**src/rtl/mcc_pkg.sv**
```systemverilog
// ============================================================================
// mcc_pkg
// Shared types, request codes and the CRC-32 byte fold for the multi-context
// CRC-32 engine.
// ============================================================================
package mcc_pkg;

   localparam int unsigned CrcWidth  = 32;
   localparam int unsigned IdxWidth  = 4;
   localparam int unsigned ByteWidth = 8;
   localparam int unsigned KindWidth = 2;

   localparam logic [CrcWidth-1:0] CRC_POLY     = 32'hEDB8_8320;
   localparam logic [CrcWidth-1:0] CRC_ALL_ONES = 32'hFFFF_FFFF;

   // Request kinds carried on req_tuser. The fourth code is a no-op.
   localparam logic [KindWidth-1:0] REQ_OPEN  = 2'd0;
   localparam logic [KindWidth-1:0] REQ_PUSH  = 2'd1;
   localparam logic [KindWidth-1:0] REQ_CLOSE = 2'd2;

   // Commands from the controller to the datapath.
   typedef struct packed {
      logic capture;   // latch the accepted item and start the context read
      logic exec;      // apply the latched item to the context state
   } mcc_cmd_type;

   // Status from the datapath to the controller.
   typedef struct packed {
      logic is_close;  // the latched item is a close request
      logic out_free;  // the result register can take a new item this cycle
   } mcc_stat_type;

   // Folds one byte into a reflected CRC-32 running value, LSB first.
   function automatic logic [CrcWidth-1:0] fold_byte(
      input logic [CrcWidth-1:0]  crc,
      input logic [ByteWidth-1:0] data
   );
      logic [CrcWidth-1:0] v;
      v = {24'd0, crc[7:0] ^ data};
      for (int k = 0; k < 8; k++) begin
         v = v[0] ? ((v >> 1) ^ CRC_POLY) : (v >> 1);
      end
      return v ^ {8'd0, crc[CrcWidth-1:8]};
   endfunction

endpackage

```
**src/rtl/mcc_ctrl.sv**
```systemverilog
// ============================================================================
// mcc_ctrl
// Controller for the CRC engine: takes one item, lets the datapath read the
// context, then applies it, a close only once the result register has room.
// ============================================================================
module mcc_ctrl (
   input  logic                 clock,
   input  logic                 reset,
   input  logic                 req_tvalid,
   output logic                 req_tready,
   input  mcc_pkg::mcc_stat_type stat,
   output mcc_pkg::mcc_cmd_type  cmd
);
   import mcc_pkg::*;

   typedef enum logic {
      ST_IDLE,
      ST_EXEC
   } state_type;

   state_type state_ff;
   logic      ready_ff;
   logic      accept;
   logic      exec;

   assign accept = req_tvalid && ready_ff;
   // A close waits here until the previous result has been taken.
   assign exec   = (state_ff == ST_EXEC) && (!stat.is_close || stat.out_free);

   assign cmd.capture = accept;
   assign cmd.exec    = exec;
   assign req_tready  = ready_ff;

   always_ff @(posedge clock) begin
      if (reset) begin
         state_ff <= ST_IDLE;
         ready_ff <= 1'b0;
      end else begin
         case (state_ff)
            ST_IDLE: begin
               if (accept) begin
                  state_ff <= ST_EXEC;
                  ready_ff <= 1'b0;
               end else begin
                  ready_ff <= 1'b1;
               end
            end
            ST_EXEC: begin
               if (exec) begin
                  state_ff <= ST_IDLE;
                  ready_ff <= 1'b1;
               end
            end
            default: begin
               state_ff <= ST_IDLE;
               ready_ff <= 1'b0;
            end
         endcase
      end
   end

endmodule

```
**src/rtl/mcc_dpath.sv**
```systemverilog
// ============================================================================
// mcc_dpath
// Datapath for the CRC engine: context memory, live bits, byte fold and the
// result register.
// ============================================================================
module mcc_dpath #(
   parameter int unsigned NUM_CONTEXTS = 16
) (
   input  logic                                clock,
   input  logic                                reset,
   input  mcc_pkg::mcc_cmd_type                 cmd,
   output mcc_pkg::mcc_stat_type                stat,
   input  logic [mcc_pkg::KindWidth-1:0]        req_kind,
   input  logic [mcc_pkg::IdxWidth-1:0]         req_index,
   input  logic [mcc_pkg::ByteWidth-1:0]        req_byte,
   output logic                                rsp_tvalid,
   input  logic                                rsp_tready,
   output logic [mcc_pkg::CrcWidth-1:0]         rsp_crc,
   output logic                                rsp_found
);
   import mcc_pkg::*;

   localparam int unsigned AddrW = (NUM_CONTEXTS > 1) ? $clog2(NUM_CONTEXTS) : 1;

   logic [CrcWidth-1:0]  crc_mem [NUM_CONTEXTS];
   logic [NUM_CONTEXTS-1:0] live_ff;

   logic [KindWidth-1:0] kind_ff;
   logic [IdxWidth-1:0]  index_ff;
   logic [ByteWidth-1:0] byte_ff;
   logic [CrcWidth-1:0]  rd_data_ff;

   logic                 rsp_valid_ff;
   logic [CrcWidth-1:0]  rsp_crc_ff;
   logic                 rsp_found_ff;

   logic [8:0]           rd_index_ext;
   logic [8:0]           index_ext;
   logic [AddrW-1:0]     rd_addr;
   logic [AddrW-1:0]     addr;
   logic                 in_range;
   logic                 live_hit;
   logic                 mem_we;
   logic [CrcWidth-1:0]  mem_wdata;
   logic                 out_load;

   assign rd_index_ext = 9'(req_index);
   assign rd_addr      = rd_index_ext[AddrW-1:0];
   assign index_ext    = 9'(index_ff);
   assign addr         = index_ext[AddrW-1:0];
   assign in_range     = index_ext < 9'(NUM_CONTEXTS);
   assign live_hit     = in_range && live_ff[addr];

   assign stat.is_close = (kind_ff == REQ_CLOSE);
   assign stat.out_free = !rsp_valid_ff || rsp_tready;

   always_comb begin
      mem_we    = 1'b0;
      mem_wdata = CRC_ALL_ONES;
      case (kind_ff)
         REQ_OPEN: begin
            mem_we    = cmd.exec && in_range;
            mem_wdata = CRC_ALL_ONES;
         end
         REQ_PUSH: begin
            mem_we    = cmd.exec && live_hit;
            mem_wdata = fold_byte(rd_data_ff, byte_ff);
         end
         default: begin
            mem_we    = 1'b0;
            mem_wdata = CRC_ALL_ONES;
         end
      endcase
   end

   assign out_load = cmd.exec && stat.is_close;

   // Item latch and context memory. The read is issued as the item is taken.
   always_ff @(posedge clock) begin
      if (cmd.capture) begin
         kind_ff    <= req_kind;
         index_ff   <= req_index;
         byte_ff    <= req_byte;
         rd_data_ff <= crc_mem[rd_addr];
      end
      if (mem_we) begin
         crc_mem[addr] <= mem_wdata;
      end
   end

   always_ff @(posedge clock) begin
      if (reset) begin
         live_ff <= '0;
      end else if (cmd.exec) begin
         if (kind_ff == REQ_OPEN && in_range) begin
            live_ff[addr] <= 1'b1;
         end else if (kind_ff == REQ_CLOSE && live_hit) begin
            live_ff[addr] <= 1'b0;
         end
      end
   end

   always_ff @(posedge clock) begin
      if (reset) begin
         rsp_valid_ff <= 1'b0;
      end else if (out_load) begin
         rsp_valid_ff <= 1'b1;
      end else if (rsp_tready) begin
         rsp_valid_ff <= 1'b0;
      end
   end

   always_ff @(posedge clock) begin
      if (out_load) begin
         rsp_crc_ff   <= live_hit ? ~rd_data_ff : '0;
         rsp_found_ff <= live_hit;
      end
   end

   assign rsp_tvalid = rsp_valid_ff;
   assign rsp_crc    = rsp_crc_ff;
   assign rsp_found  = rsp_found_ff;

endmodule

```
**src/rtl/multi_context_crc32_engine.sv**
```systemverilog
// ============================================================================
// multi_context_crc32_engine
// Independent reflected CRC-32 contexts that are opened, fed one byte at a
// time and closed to read the final value.
// ============================================================================
//
//   channel  | direction | tdata                           | tuser
//   ---------+-----------+---------------------------------+----------------
//   req_     | in        | [3:0] context_index, [11:4] byte | [1:0] req_type
//   rsp_     | out       | [31:0] crc_value                | [0] found
//
// Each item is latched while the context memory is read, and is then applied
// to the context in the controller's ST_EXEC state. A close also waits there
// until the result register is free. Reset clears all live bits; the context
// memory is not cleared. A result stays on rsp_ until it is taken, while the
// following open and push items proceed.
//
module multi_context_crc32_engine #(
   parameter int unsigned NUM_CONTEXTS = 16
) (
   input  logic        clock,
   input  logic        reset,
   input  logic        req_tvalid,
   output logic        req_tready,
   input  logic [15:0] req_tdata,   // [3:0] context_index, [11:4] data_byte, [15:12] zero
   input  logic [1:0]  req_tuser,   // [1:0] req_type
   output logic        rsp_tvalid,
   input  logic        rsp_tready,
   output logic [31:0] rsp_tdata,   // [31:0] crc_value
   output logic [0:0]  rsp_tuser    // [0] found
);
   import mcc_pkg::*;

   mcc_cmd_type  cmd;
   mcc_stat_type stat;
   logic         rsp_found;

   mcc_ctrl u_ctrl (
      .clock      (clock),
      .reset      (reset),
      .req_tvalid (req_tvalid),
      .req_tready (req_tready),
      .stat       (stat),
      .cmd        (cmd)
   );

   mcc_dpath #(
      .NUM_CONTEXTS (NUM_CONTEXTS)
   ) u_dpath (
      .clock      (clock),
      .reset      (reset),
      .cmd        (cmd),
      .stat       (stat),
      .req_kind   (req_tuser),
      .req_index  (req_tdata[3:0]),
      .req_byte   (req_tdata[11:4]),
      .rsp_tvalid (rsp_tvalid),
      .rsp_tready (rsp_tready),
      .rsp_crc    (rsp_tdata),
      .rsp_found  (rsp_found)
   );

   assign rsp_tuser = rsp_found;

`ifndef SYNTH
   // An item is applied only after it has been latched, never while taking one.
   assert property (@(posedge clock) disable iff (reset) !(cmd.capture && cmd.exec))
      else $error("item applied while a new item is taken");

   // Only one item is in work at a time.
   assert property (@(posedge clock) disable iff (reset)
      req_tvalid && req_tready |=> !req_tready)
      else $error("second item taken before the first was applied");

   // A new result appears only right after a close has been applied.
   assert property (@(posedge clock) disable iff (reset)
      $rose(rsp_tvalid) |-> $past(cmd.exec && stat.is_close))
      else $error("result without a close request");

   // A close of a context that was not live reports zero.
   assert property (@(posedge clock) disable iff (reset)
      rsp_tvalid && !rsp_tuser[0] |-> rsp_tdata == 32'd0)
      else $error("nonzero CRC reported for a context that was not live");
`endif

endmodule

```
**config.mk**
```make
export PLATFORM = sky130hd
export DESIGN_NAME = multi_context_crc32_engine
export DESIGN_NICKNAME = d
export VERILOG_FILES = /design/src/rtl/mcc_pkg.sv /design/src/rtl/mcc_ctrl.sv /design/src/rtl/mcc_dpath.sv /design/src/rtl/multi_context_crc32_engine.sv
export SDC_FILE = /design/constraint.sdc
export NUM_CORES = 1
export LEC_CHECK = 0
export BUFFER_PORTS_ARGS = -buffer_cell sky130_fd_sc_hd__buf_2
export CORE_AREA = 3 3 222 224
export CTS_BUF_LIST = sky130_fd_sc_hd__clkbuf_16
export CTS_CLUSTER_SIZE = 8
export DETAILED_ROUTE_END_ITERATION = 10
export DIE_AREA = 0 0 225 227
export PLACE_DENSITY = 0.74
export SLEW_MARGIN = 20
export SYNTH_ARGS = -nofsm -noshare
export SYNTH_HDL_FRONTEND = slang
export SYNTH_SLANG_ARGS = --single-unit
export TNS_END_PERCENT = 10
```
**constraint.sdc**
```tcl
create_clock -name clock -period 4.1 [get_ports clock]
set_input_delay 0.82 -clock clock [delete_from_list [all_inputs] [get_ports clock]]
set_output_delay 0.82 -clock clock [all_outputs]
set_load 0.02 [all_outputs]
```
* Word level (Yosys, flattened, before mapping)
Memories as Yosys holds them, arrays and structs flattened. A register that Yosys moved wholly into a read port is not among the register bits.
Cells that the tools add are included.
** Storage, ports and cells
- Bits of input ports :: 22
- Logic and storage cells :: 74
- Bits in writable memories :: 512
- Register bits after elaboration :: 66
- Memories kept :: 1
** Memories
- u_dpath.crc_mem :: words 16, bits a word 32, read ports 1, clocked after Yosys merged registers in 1, wr ports 1, RTL line mcc_dpath.sv:25 : logic [CrcWidth-1:0] crc_mem [NUM_CONTEXTS];
** Cells by class
- Muxes and demuxes :: 26
- Reduce and logical (&&, ||, !) cells :: 17
- Equal/unequal tests :: 3
- Order comparisons :: 3
- Bitwise logic cells :: 15
** Operators by type and width (count)
- $mux 32 :: 9
- $not 13->14 :: 7
- $mux 16 :: 2
- $not 32->32 :: 1
- $xor 32x24->32 :: 1
- $and 16x16->16 :: 1
- $not 16->16 :: 1
- $or 16x16->16 :: 1
- $not 1->14 :: 1
- $lt 4x5->1 const B :: 2
- $mux 1 :: 10
- $logic_and 1x1->1 :: 9
- $xor 8x8->8 :: 1
- $pmux 1 s2 :: 3
- $bmux 1 s4 :: 1
- $demux 1 s4 :: 1
- $ge 4x1->1 const B :: 1
- $reduce_bool 2->1 :: 2
- $eq 2x1->1 const B :: 1
- $eq 2x2->1 const B :: 1
- $logic_not 1->1 :: 2
- $logic_not 2->1 :: 1
- $logic_or 1x1->1 :: 2
- $ne 2x2->1 const B :: 1
- 2 further kinds :: 2

* Longest topological paths before layout
Gate-level depths: netlist of run 1.
- Depth after elaboration :: 19
- Mapped depth :: 7
- Depth with buffers taken out :: 6

* Hierarchy
Synthesis of run 1 repeated with hierarchy kept, for this count alone.
** Unflattened totals
- Cells, all modules :: 1076
- Area total of the unflattened synthesis :: 23819.1 sq um
** Modules (own cells, without submodules)
- mcc_dpath :: cells an instance 1064, seq. area each 18087.3 sq um, times used 1, area each 23712.7 sq um
- mcc_ctrl :: cells an instance 12, seq. area each 40.0 sq um, times used 1, area each 106.4 sq um

* Least setup slack after synthesis of run 1
No wires, ideal clock.
- Path type :: flip-flop to flip-flop
- From :: reg u_dpath.index_ff[0], in the netlist u_dpath.addr[0]
- To :: mem u_dpath.crc_mem[12][0], enable pin
- Required time :: 3639 ps
- Library setup time :: 461 ps
- Path slack :: -130 ps
- Buffers on the path :: 1
- Period minus slack after synthesis :: 4230 ps
- Cell stages (with the launch flop) :: 7
- Arrival time :: 3769 ps
- Cell sequence :: edfxtp_1 buf_6 mux2i_1 mux4_2 a21boi_0 nand3_1 nor3_1
** Between the ends
- Cells in the longest elaborated chain, start to end :: 7
** RTL lines
- start: declaration :: RTL line mcc_dpath.sv:29 : logic [IdxWidth-1:0] index_ff;
- start signal: assignment :: RTL line mcc_dpath.sv:82 : index_ff <= req_index;
- $bmux 1 s4 :: RTL line mcc_dpath.sv:52 : assign live_hit = in_range && live_ff[addr];
- $mux 1 (implied by the code) :: RTL line mcc_dpath.sv:52
- $logic_and 1x1->1 :: RTL line mcc_dpath.sv:52
- $logic_and 1x1->1 :: RTL line mcc_dpath.sv:66 : mem_we = cmd.exec && live_hit;
- $pmux 1 s2 :: RTL line mcc_dpath.sv:60 : case (kind_ff)
- $mux 1 :: RTL line mcc_dpath.sv:86 : if (mem_we) begin
- $mux 1 (implied by the code) :: RTL line mcc_dpath.sv:87 : crc_mem[addr] <= mem_wdata;
- end: declaration :: RTL line mcc_dpath.sv:25
Parallel ways exist; a longest one is shown, timed or not. The select of a mux whose other input is x is not followed.

* Final worst setup path of run 1
- From :: reg u_dpath.index_ff[1], in the netlist u_dpath.addr[1]
- To :: mem u_dpath.crc_mem[14][21], enable pin
Same word-level chain as after synthesis.

==> flow_summary_export.csv, run 1 <==
group,metric,value,unit
pwr,p_leak,8.93,nW
pwr,p_sw,2.93,mW
global_route,grtUsageTotal,21.4,%
worst_setup_path,cp-end-kind,"flip-flop",
sta,fin_crit_sh,74.9,%
cts,cts_buffers,86,
floorplan,die_y,227,um
synth,synth_area,23600,um2
routing,dr.pass1.iters,4,
layout,layout_common_cells,"591 x edfxtp_1, 162 x mux4_2, 87 x clkbuf_16, 50 x buf_2",
sta,setup_violations,0,
sta,worst_clock_skew,0.0174,ns
place,place.gp.congestion,0.753,
min_path,worstHoldPathType,"in2reg",
sta,rsz0062_at_grt,"false",
worst_setup_path,arrival,3.30,ns
pwr,clock_power_share,44.2,%
layout,final_common_cell,"edfxtp_1",
routing,route.detailed.drc,0,
pwr,p_sw_share,20.9,%
cts,cts_hold_buf,0,
cts,cts-root-buf,"clkbuf_16",
pwr,seqPwrFrac,50.1,%
sta,period_minus_slack,3.07,ns
synth,yosysWarnings,0,
synth,syn_area_per_cell,22.3,um2
sta,final-hold-violation-count,0,
worst_setup_path,critPathLaunchType,"flip-flop",
worst_setup_path,crit_required,4.33,ns
synth,synth-seq-cells,610,
pwr,p_per_area,513,nW/um2
global_route,antenna_found_initial,0,
routing,wirelength,53100,um
sta,fin_setup_tns,0,ns
sta,tightest_slew,0.826,ns
place,hpwlAfterDp,28000,um
global_route,grt_pass1_wl,78500,um
sta,slew_viol_final,0,
synth,synth-seq-area-share,76.9,%
layout,diodes,0,
floorplan,core-area,47500,um2
cts,cts_setup_buffers,0,
sta,maxSlewHeadroom,45.0,%
layout,final_nets,1212,
floorplan,num_rows,80,
layout,fill_cells,3322,
routing,vias,11200,
synth,synthCells,1059,
cts,cts_buffer_depth,3,
pwr,power.internal,11.1,mW
cts,numClockSinks,610,
flow_run,cap_violations,0,
routing,drt_iter0_markers,1329,
synth,synthDistinctLibCells,41,
place,io_buffers,52,
routing,drtAntennaViolNets,0,
outcome,status,"completed",
cts,cts-resized-gates,0,
layout,syn_to_final_growth,15.8,%
cts,cts.reportedPaths.clkPinSlew,0.05,ns
worst_setup_path,path_class,"reg2reg",
global_route,grt_max_degree,41,
routing,routedWlPerCell,29.1,um
layout,drive_gt1_share,31.3,%
floorplan,io_pins,57,
pwr,combPwrFrac,5.6,%
cts,htreeDepth,3,
routing,vias_per_cell,6.14,
global_route,first_global_vias,11900,
cts,cts_tree,"yes",
pwr,irDropWorstVdd,321,uV
global_route,grt_overflow_total,0,
floorplan,die_w,225,um
cts,clock_latency,0.60,ns
synth,syn_nets,1081,
worst_setup_path,cp_max_fo,32,
sta,max_freq,326,MHz
floorplan,die-area,51100,um2
layout,final_util,57.4,%
floorplan,start_util,49.6,%
-- path summary, 6_finish.rpt --
kind                                                     start                                end  slack (ns)  depth (start not counted)
worst max register to register       u_dpath.addr[1]$_DFFE_PP_  u_dpath.crc_mem[14][21]$_DFFE_PP_        1.03                          5
worst max-delay path                 u_dpath.addr[1]$_DFFE_PP_  u_dpath.crc_mem[14][21]$_DFFE_PP_        1.03                          5
worst min-delay path                              req_tdata[4]       u_dpath.byte_ff[0]$_DFFE_PP_        0.40                          1
worst min register to register  u_ctrl.req_tready$_SDFFE_PP0P_     u_ctrl.req_tready$_SDFFE_PP0P_        0.51                          2
-- logic make-up (layout without fill, tap and decap cells) --
kind of cell / count (synthesis) / in the layout / share of synthesized area (%)
compound gates: 41 / 41 / 1.23
simple gates: 115 / 115 / 2.15
xor+xnor: 68 / 68 / 2.90
mux: 171 / 171 / 15.9
flops: 610 / 610 / 76.9
buf+inv: 54 / 205 / 0.976
-- power groups by stage --
stage	Clock (mW)	Combinational, mW	Sequential (mW)
after CTS	6.27	0.795	7.02
after floorplan	0	0.552	7.12
after global routing	6.54	0.848	7.02
after detailed placement	0	0.785	7.14
final	6.20	0.791	7.03
after global placement	0	0.767	7.14
-- layout make-up --
cell class              instances  area [um2]  area share [%]
clock buffers                  87        2180            7.97
clock inverters                21         140           0.513
inverters                       4        15.0          0.0550
multi-input cells             395        5340            19.5
flip-flops and latches        610       18100            66.4
well taps                     615         769            2.82
repair buffers                 93         742            2.72
-- layer usage --
metal	global-route usage (%)	part of all wire (%)	up-vias
met2	34.9	49	589
li1	-	-	4622
met1	28.9	39	5864
met4	8.45	3.5	0
met3	4.54	7.7	124
met5	0	0	-
-- stage by stage --
stage | total power, mW | cells | cell area, um2 | worst slack, ns | hold slack [ns]
4_1_cts | 14.1 | 1825 | 27300 | 1.01 | 0.365
3_5_place_dp | 7.92 | 1717 | 25000 | 1.03 | 0.501
2_1_floorplan | 7.67 | 1059 | 23600 | -0.123 | 0.494
6_report | 14.0 | 1825 | 27300 | 1.03 | 0.396
5_1_grt | 14.4 | 1825 | 27300 | 0.842 | 0.375
3_3_place_gp | 7.90 | 1716 | 25000 | 1.03 | 0.504
-- cell usage after synthesis --
cell	number	area share (%)
edfxtp_1	591	75
mux4_2	162	15
nor2_1	48	0.76
xnor2_1	39	1.4
nand2_1	37	0.59
clkbuf_1	30	0.48
xor2_1	21	0.78
dfxtp_1	19	1.6
buf_2	16	0.34
a21oi_1	15	0.32
a211oi_1	13	0.41
mux2i_1	8	0.34
nor2b_1	7	0.19
nor3_1	6	0.13
and2_1	4	0.11
nand2b_1	4	0.11
a311oi_1	3	0.11
a31oi_1	3	0.080
buf_1	3	0.048
inv_1	3	0.048
xnor2_2	3	0.21
a211oi_2	2	0.11
nand3_1	2	0.042
xor2_2	2	0.14
xor2_4	2	0.23
a211o_1	1	0.037
a21boi_0	1	0.032
a21oi_4	1	0.069
and3_1	1	0.027
and3b_1	1	0.037
buf_6	1	0.048
inv_2	1	0.016
mux2_2	1	0.048
nand3b_1	1	0.032
nor3b_1	1	0.032
nor4_1	1	0.027
nor4_2	1	0.053
o21ai_0	1	0.021
o21ai_2	1	0.037
or2_2	1	0.027
xnor3_1	1	0.096
-- sequential cells by signal, summed over array words and instances, names as in the netlist, named ones only --
| register | flops |
|---|---|
| u_dpath.addr | 4 |
| u_dpath.crc_mem | 512 |
| u_dpath.rsp_tvalid | 1 |
| u_dpath.rd_data_ff | 32 |
| u_dpath.byte_ff | 8 |
| u_dpath.kind_ff | 2 |
| u_ctrl.req_tready | 1 |
| u_dpath.rsp_crc | 32 |
| u_ctrl.state_ff | 1 |
| u_dpath.rsp_found | 1 |
-- worst max-delay path, cell delays in order (launching register included) --
cell	delay, ns
edfxtp_1	0.67
mux4_2	0.64
a21boi_0	0.29
nand3_1	0.36
nor2_4	0.19
buf_4	0.52
Note: power is estimated with default switching activity, not from simulation.
==> inputs of run 2 (changes only) <==
==> constraint.sdc (replaced) <==
create_clock -name clock -period 2.8 [get_ports clock]
set_input_delay 0.56 -clock clock [delete_from_list [all_inputs] [get_ports clock]]
set_output_delay 0.56 -clock clock [all_outputs]
set_load 0.02 [all_outputs]
==> flow_summary_export.csv, run 2 (synthesis results as in run 1) <==
group,metric,value,unit
worst_setup_path,cp_max_fo,16,
place,dp.cells,1744,
sta,whs,0.131,ns
global_route,grtUsageTotal,21.5,%
cts,cts-root-buf,"clkbuf_16",
routing,route.detailed.drc,0,
routing,wirelength,53100,um
sta,maxSlewHeadroom,57.3,%
layout,final_common_cell,"edfxtp_1",
floorplan,core-area,47500,um2
global_route,grt_pass1_wl,79000,um
cts,cts_tree,"yes",
worst_setup_path,crit_required,3.01,ns
sta,setup_violations,0,
worst_setup_path,arrival,2.90,ns
cts,clock_latency,0.60,ns
worst_setup_path,path_class,"reg2reg",
sta,rsz0062_at_grt,"false",
routing,drt_iter0_markers,1290,
global_route,grt_max_degree,48,
cts,cts_hold_buf,0,
place,io_buffers,52,
layout,drive_gt1_share,33.3,%
cts,cts_setup_buffers,0,
worst_setup_path,cp_common_cell,"xnor2_1",
global_route,grt_overflow_total,0,
routing,vias_per_cell,6.13,
floorplan,io_pins,57,
worst_setup_path,critPathLaunchType,"flip-flop",
routing,dr.pass1.iters,5,
cts,htreeDepth,3,
pwr,p_per_area,739,nW/um2
global_route,first_global_vias,12000,
layout,largest_register,"u_dpath.crc_mem",
cts,cts-resized-gates,0,
routing,drtAntennaViolNets,0,
routing,routedWlPerCell,28.8,um
sta,final-hold-violation-count,0,
pwr,irDropWorstVdd,431,uV
sta,tightest_slew,0.635,ns
cts,cts.reportedPaths.clkPinSlew,0.05,ns
global_route,antenna_found_initial,0,
cts,numClockSinks,610,
outcome,status,"completed",
sta,max_freq,372,MHz
cts,cts_buffers,86,
pwr,p_leak,9.10,nW
sta,worst_clock_skew,0.0188,ns
worst_setup_path,slowest_delay,0.52,ns
sta,period_minus_slack,2.69,ns
floorplan,num_rows,80,
layout,final_nets,1239,
worst_setup_path,cp-end-kind,"flip-flop",
worst_setup_path,cpMaxStageDelayCell,"xnor2_1",
floorplan,die-area,51100,um2
min_path,worstHoldPathType,"in2reg",
floorplan,die_y,227,um
floorplan,start_util,49.6,%
sta,fin_crit_sh,95.9,%
sta,slew_viol_final,0,
layout,final_cell_count_no_fill,1845,
cts,cts_buffer_depth,3,
layout,largest_reg_flops,512,
worst_setup_path,crit_chain,"xnor2_2 > buf_4 > xnor2_1 > xor2_1 > xnor2_1 > nand2_1",
flow_run,cap_violations,0,
floorplan,die_w,225,um
layout,diodes,0,
place,hpwlAfterDp,28700,um
routing,vias,11300,
place,place.gp.congestion,0.770,
layout,syn_to_final_growth,17.8,%
layout,layout_common_cells,"591 x edfxtp_1, 162 x mux4_2, 88 x clkbuf_16, 50 x buf_2",
## run 2: changes by cell type in the layout (fill, tap and decap cells not counted), sizes merged
cell	previous run	this run
buf	92	119
clkbuf	88	89
clkinv	4	1
inv	20	15
bufinv	1	0
clkinvlp	0	1
## run 2: final cells by class
cell class,instances,area (um2)
clock buffers,88,2200
flip-flops and latches,610,18100
multi-input cells,395,5360
repair buffers,120,1220
clock inverters,13,80.1
well taps,615,769
inverters,4,15.0
fillers,3238,19800
## run 2: where the power goes
group	total, mW	switching, mW	internal [mW]
sequential	10.3	0.0469	10.2
clock	9.01	3.51	5.50
combinational	1.22	0.733	0.490
## run 2: through the flow
step                      setup WS [ns]  instance area [um2]  TNS, ns  power, mW  utilization, %
final                             0.114                27800        0       20.5            58.4
after global routing             0.0265                27800        0       21.2            58.4
after CTS                         0.112                27800        0       20.7            58.4
after detailed placement          0.131                25500        0       11.7            53.6
after global placement            0.161                25500        0       11.6            53.6
after floorplan                  -0.377                23600   -61.90       11.2               -
## run 2: path summary, 6_finish.rpt
| path | from | to | cells after the start | slack, ns |
|---|---|---|---|---|
| worst min register to register | u_ctrl.req_tready$_SDFFE_PP0P_ | u_ctrl.req_tready$_SDFFE_PP0P_ | 2 | 0.52 |
| worst max register to register | u_dpath.byte_ff[1]$_DFFE_PP_ | u_dpath.crc_mem[6][24]$_DFFE_PP_ | 6 | 0.11 |
| worst max-delay path | u_dpath.byte_ff[1]$_DFFE_PP_ | u_dpath.crc_mem[6][24]$_DFFE_PP_ | 6 | 0.11 |
| worst min-delay path | req_tuser[1] | u_dpath.kind_ff[1]$_DFFE_PP_ | 1 | 0.13 |
## run 2: critical path, delay by kind of cell (launching register included)
family	cells	cell delay, ns
xor gates and xnor gates	4	1.30
buffers and inverters	1	0.18
DFF	1	0.42
and+or+nand+nor	1	0.38
## run 2: layer usage
metal / track usage [%] / part of all wire (%) / vias up / wire, um
met5: 0 / 0 / - / 0
met4: 7.30 / 2.7 / 0 / 1410
met3: 5.58 / 8.4 / 98 / 4450
met2: 35.5 / 50 / 532 / 26800
met1: 28.3 / 39 / 6015 / 20400
li1: - / - / 4669 / -
